### src/hw/rtl/ppp_pkg.sv
// Shared types and codes for the polyline progress projector.
// Depends on nothing; used by ppp_ctrl, ppp_dp, the top level, the checks and the testbench.
package ppp_pkg;

	localparam int CoordW = 32;
	localparam int DiffW  = 34;
	localparam int ProdW  = 68;
	localparam int AccW   = 70;
	localparam int AlphaW = 17;
	localparam int AlphaFracW = 16;

	localparam logic [1:0] CMD_CLEAR  = 2'd0;
	localparam logic [1:0] CMD_APPEND = 2'd1;
	localparam logic [1:0] CMD_QUERY  = 2'd2;
	localparam logic [1:0] CMD_UNUSED = 2'd3;

	localparam logic [1:0] STAT_DONE  = 2'd0;
	localparam logic [1:0] STAT_PROJ  = 2'd1;
	localparam logic [1:0] STAT_EMPTY = 2'd2;
	localparam logic [1:0] STAT_FULL  = 2'd3;

	localparam logic [1:0] CFG_ORIGIN_X = 2'd0;
	localparam logic [1:0] CFG_ORIGIN_Y = 2'd1;
	localparam logic [1:0] CFG_ORIGIN_P = 2'd2;

	localparam logic [AlphaW-1:0] ALPHA_ONE = 17'h10000;
	localparam logic [4:0] DIV_STEPS = 5'd16;

	typedef enum logic [3:0] {
		ST_IDLE, ST_READ, ST_DIFF, ST_LEN_A, ST_LEN_B, ST_DOT_A, ST_DOT_B,
		ST_DIV_INIT, ST_DIV, ST_QX, ST_QY, ST_D2_A, ST_D2_B, ST_PROG,
		ST_UPDATE, ST_DONE
	} state_t;

	typedef enum logic [3:0] {
		OP_NONE, OP_ACCEPT, OP_READ, OP_DIFF, OP_LEN_A, OP_LEN_B, OP_DOT_A,
		OP_DOT_B, OP_DIV_INIT, OP_DIV_STEP, OP_QX, OP_QY, OP_D2_A, OP_D2_B,
		OP_PROG, OP_UPDATE
	} dp_op_t;

	typedef struct packed {
		dp_op_t op;
		logic   emit;
	} dp_cmd_t;

	typedef struct packed {
		logic count_zero;
		logic div_done;
		logic seg_last;
	} dp_status_t;

endpackage

### src/hw/rtl/ppp_ctrl.sv
// Sequencer of the polyline progress projector: walks each query segment
// through the datapath steps. Depends on ppp_pkg.
module ppp_ctrl (
	input  logic                 clk,
	input  logic                 arst_n,
	input  logic                 in_valid,
	input  logic [1:0]           cmd,
	output logic                 in_ready,
	output logic                 out_valid,
	input  logic                 out_ready,
	input  ppp_pkg::dp_status_t  dp_status,
	output ppp_pkg::dp_cmd_t     dp_cmd
);
	import ppp_pkg::*;

	state_t state_q, state_nx;
	logic   out_valid_q;

	always_ff @(posedge clk or negedge arst_n) begin
		if (!arst_n) begin
			state_q     <= ST_IDLE;
			out_valid_q <= 1'b0;
		end else begin
			state_q <= state_nx;
			if (dp_cmd.emit) begin
				out_valid_q <= 1'b1;
			end else if (out_ready) begin
				out_valid_q <= 1'b0;
			end
		end
	end

	always_comb begin
		state_nx    = state_q;
		dp_cmd.op   = OP_NONE;
		dp_cmd.emit = 1'b0;
		case (state_q)
			ST_IDLE: begin
				if (in_valid) begin
					dp_cmd.op = OP_ACCEPT;
					state_nx  = (cmd == CMD_QUERY && !dp_status.count_zero) ? ST_READ : ST_DONE;
				end
			end
			ST_READ:     begin dp_cmd.op = OP_READ;     state_nx = ST_DIFF;     end
			ST_DIFF:     begin dp_cmd.op = OP_DIFF;     state_nx = ST_LEN_A;    end
			ST_LEN_A:    begin dp_cmd.op = OP_LEN_A;    state_nx = ST_LEN_B;    end
			ST_LEN_B:    begin dp_cmd.op = OP_LEN_B;    state_nx = ST_DOT_A;    end
			ST_DOT_A:    begin dp_cmd.op = OP_DOT_A;    state_nx = ST_DOT_B;    end
			ST_DOT_B:    begin dp_cmd.op = OP_DOT_B;    state_nx = ST_DIV_INIT; end
			ST_DIV_INIT: begin dp_cmd.op = OP_DIV_INIT; state_nx = ST_DIV;      end
			ST_DIV: begin
				if (dp_status.div_done) begin
					state_nx = ST_QX;
				end else begin
					dp_cmd.op = OP_DIV_STEP;
				end
			end
			ST_QX:       begin dp_cmd.op = OP_QX;       state_nx = ST_QY;       end
			ST_QY:       begin dp_cmd.op = OP_QY;       state_nx = ST_D2_A;     end
			ST_D2_A:     begin dp_cmd.op = OP_D2_A;     state_nx = ST_D2_B;     end
			ST_D2_B:     begin dp_cmd.op = OP_D2_B;     state_nx = ST_PROG;     end
			ST_PROG:     begin dp_cmd.op = OP_PROG;     state_nx = ST_UPDATE;   end
			ST_UPDATE: begin
				dp_cmd.op = OP_UPDATE;
				state_nx  = dp_status.seg_last ? ST_DONE : ST_READ;
			end
			ST_DONE: begin
				if (!out_valid_q || out_ready) begin
					dp_cmd.emit = 1'b1;
					state_nx    = ST_IDLE;
				end
			end
			default: state_nx = ST_IDLE;
		endcase
	end

	assign in_ready  = (state_q == ST_IDLE);
	assign out_valid = out_valid_q;

endmodule

### config.mk
export PLATFORM = sky130hd
export DESIGN_NAME = ppp_ctrl
export DESIGN_NICKNAME = d
export VERILOG_FILES = /design/src/hw/rtl/ppp_pkg.sv /design/src/hw/rtl/ppp_ctrl.sv
export SDC_FILE = /design/constraint.sdc
export NUM_CORES = 1
export LEC_CHECK = 0
export BUFFER_PORTS_ARGS = -buffer_cell sky130_fd_sc_hd__clkbuf_2
export CAP_MARGIN = 25
export CELL_PAD_IN_SITES_DETAIL_PLACEMENT = 1
export CELL_PAD_IN_SITES_GLOBAL_PLACEMENT = 2
export CORE_MARGIN = 5
export CORE_UTILIZATION = 25
export DETAILED_ROUTE_END_ITERATION = 7
export PLACE_DENSITY_LB_ADDON = 0.08
export SETUP_SLACK_MARGIN = 0.02
export SYNTH_ARGS = -nofsm -noshare
export SYNTH_HDL_FRONTEND = slang
export SYNTH_SLANG_ARGS = --single-unit
### constraint.sdc
create_clock -name clk -period 1.8 [get_ports clk]
set_clock_uncertainty 0.1 [all_clocks]
set_input_delay 0.18 -clock clk [delete_from_list [all_inputs] [get_ports clk]]
set_output_delay 0.18 -clock clk [all_outputs]
set_load 0.02 [all_outputs]
==> results.cfg <==
[outcome]
status = completed

[critical_path]
critPathLaunchType = flop
max_stage_delay_ns = 0.58
arrival_ns = 1.44
regToRegStartpoint = state_q[0]
path_delay_family = simple AND/OR/NAND/NOR gates
path_cells = or4_4 -> inv_2 -> buf_6
critPathBufInv = 2
critical_path_class = reg -> out
crit_start = state_q[0]
slowest_stage = or4_4
end_kind = primary output
cp.required_ns = 1.52
cp_max_fo = 8

[run]
cap_violations = 0

[synthesis]
ys.flop_type = dfrtp_1
ys_ff_latch = 5
ys_seq_area_share_pct = 28.7
netlist.area_leader.share_pct = 28.7
syn-instance-count = 53
netlist_top_cells_count = nand2_1, dfrtp_1, nor2_1
synth_largest_area_cell = dfrtp_1
ys_top_cells_by_area = dfrtp_1, nand2_1, a21oi_1
synth.distinct_cells = 30
syn_nets = 62
yosys_warnings = 0
synthArstFlopShare_pct = 100
synth_edf_count = 0
post_synth.cell_area_avg_um2 = 8.24
synth_most_common_cell = nand2_1
synth_area_um2 = 437

[pwr]
switchingPower_w = 0.000612
pwr-share-clk_pct = 10.3
pwr-share-comb_pct = 66.9
vdd_drop_max_v = 0.000725
p_seq_share_pct = 22.8
power.density_mw_per_mm2 = 2040
switching_share_pct = 49.8
p_total_w = 0.00123
power_leakage_nw = 0.277
internal-power_w = 0.000616

[floorplanning]
io_pins = 16
start_util_pct = 25.9
fp.dieW_um = 51.8
die_height_um = 51.8
core_area_mm2 = 0.00169
rows = 15
dieArea_mm2 = 0.00268

[hold_path]
hold_start = out_ready
hold_class = in -> reg

[grt]
grt_max_degree = 9
track_usage_pct = 9.45
antenna_found_initial = 0
grt_pass1_vias = 422
grt_first_pass_wirelength_mm = 1.90
overflow = 0

[detailed_routing]
ant_nets = 0
vias_per_cell = 5.00
first_iter_violations = 2
drt-pass1-iter-count = 4
wl_per_cell_um = 12.8
dr_total_vias = 455
drc = 0
routed_wl_mm = 1.17

[final_layout]
antenna_cells = 0
syn_to_final_growth_pct = 37.8
nNetsFinal = 84
drive_gt1_share_pct = 47.3

[timing]
rsz0062_at_grt = no
max_freq_ghz = 0.582
period_needed_ns = 1.72
final.period_utilization_pct = 95.5
relSlewSlack_pct = 75.6
finalHoldViolations = 0
setup_viol = 0
worstMarginPinSlew_ns = 0.361
fin_tns_setup_ns = 0
slew_violations = 0

[clock_tree]
htree_levels = 1
cts.path.max_buffers = 2
clkSlewWorstSetupHoldPaths_ns = 0.04
clock_latency_ns = 0.24
cts_tree = yes
numCtsBuffers = 3
cts.sinks = 5
root_buffer = clkbuf_4

[place]
io_buffers = 15
gp_congestion = 0.724
dp_hpwl_um = 945
==> sequential cells by signal (all words and copies together), names as in the netlist <==
signal and count:
out_valid 1, state_q 4
==> cell families after synthesis <==
| group | synth area share [%] |
|---|---|
| flip-flops | 28.7 |
| AND/OR/NAND/NOR | 29.2 |
| AO/OA/AOI/OAI | 32.1 |
| buffers and inverters | 6.02 |
| XOR/XNOR | 4.01 |
==> power by group through the flow <==
stage                     Clock, W  Sequential [W]  Combinational [W]
after floorplan                  0        0.000237           0.000568
after global placement           0        0.000284           0.000779
after detailed placement         0        0.000285           0.000766
after CTS                 0.000134        0.000278           0.000802
after global routing      0.000142        0.000297           0.000897
final                     0.000127        0.000280           0.000821
==> area by class of cell <==
class	instances	area, um^2
fillers	209	1090
multi-input cells	42	290
flip-flops and latches	5	129
repair buffers	20	124
clock buffers	4	26.3
well taps	17	21.3
inverters	3	11.3
==> routing by layer <==
metal / track usage, % / routed length, um / up-vias
met4: 6.55 / 0 / 0
met5: 0 / 0 / -
li1: - / - / 234
met1: 13.7 / 563 / 212
met3: 0.860 / 43 / 0
met2: 12.9 / 560 / 9
==> through the flow <==
step                      area [um^2]  utilization (%)  worst slack [ns]  std cells  hold slack [ns]
final                             602             35.6            0.0811         91            0.149
after CTS                         591             35.0            0.0208         91            0.153
after global placement            541             32.0            0.0977         85          -0.0979
after floorplan                   437                -             0.285         53           -0.216
after detailed placement          541             32.0             0.103         85           -0.101
after global routing              602             35.6            0.0237         91            0.184
==> tightest hold or removal path: stages <==
cell,delay [ns]
clkbuf_2,0.08
nor2b_1,0.04
nand2_1,0.07
o21ai_1,0.06
==> worst paths after layout <==
kind | endpoint | slack, ns | cells past startpoint
setup / recovery | in_ready | 0.08 | 3
hold / removal | state_q[0] | 0.15 | 4
setup reg to reg | state_q[1] | 0.16 | 4
hold reg to reg | state_q[0] | 0.43 | 1
max in group asynchronous | state_q[3] | 1.26 | 2
min in group asynchronous | out_valid | 0.19 | 2
==> layout by cell type (no fill, tap or decap), types with 2 or more instances in the layout <==
cell      netlist  final
clkbuf_2        0     13
nand2_1         6      5
buf_4           0      5
nor2_1          5      4
a21oi_1         4      4
clkbuf_4        0      3
dfrtp_2         0      3
inv_1           3      2
nand2b_1        2      2
o41ai_1         2      2
o21ai_1         2      2
dfrtp_1         5      2
==> what timing repair did <==
| action | in CTS | in global routing |
|---|---|---|
| resized for setup | 4 | 7 |
| buffers inserted | 1 | 0 |
| hold buffers | 1 | 0 |
| hold endpoints to repair | 5 | 0 |
| setup endpoints to repair | 2 | 2 |
| pin swaps | 1 | 1 |
No activity file was read; power rests on OpenSTA's default activity.
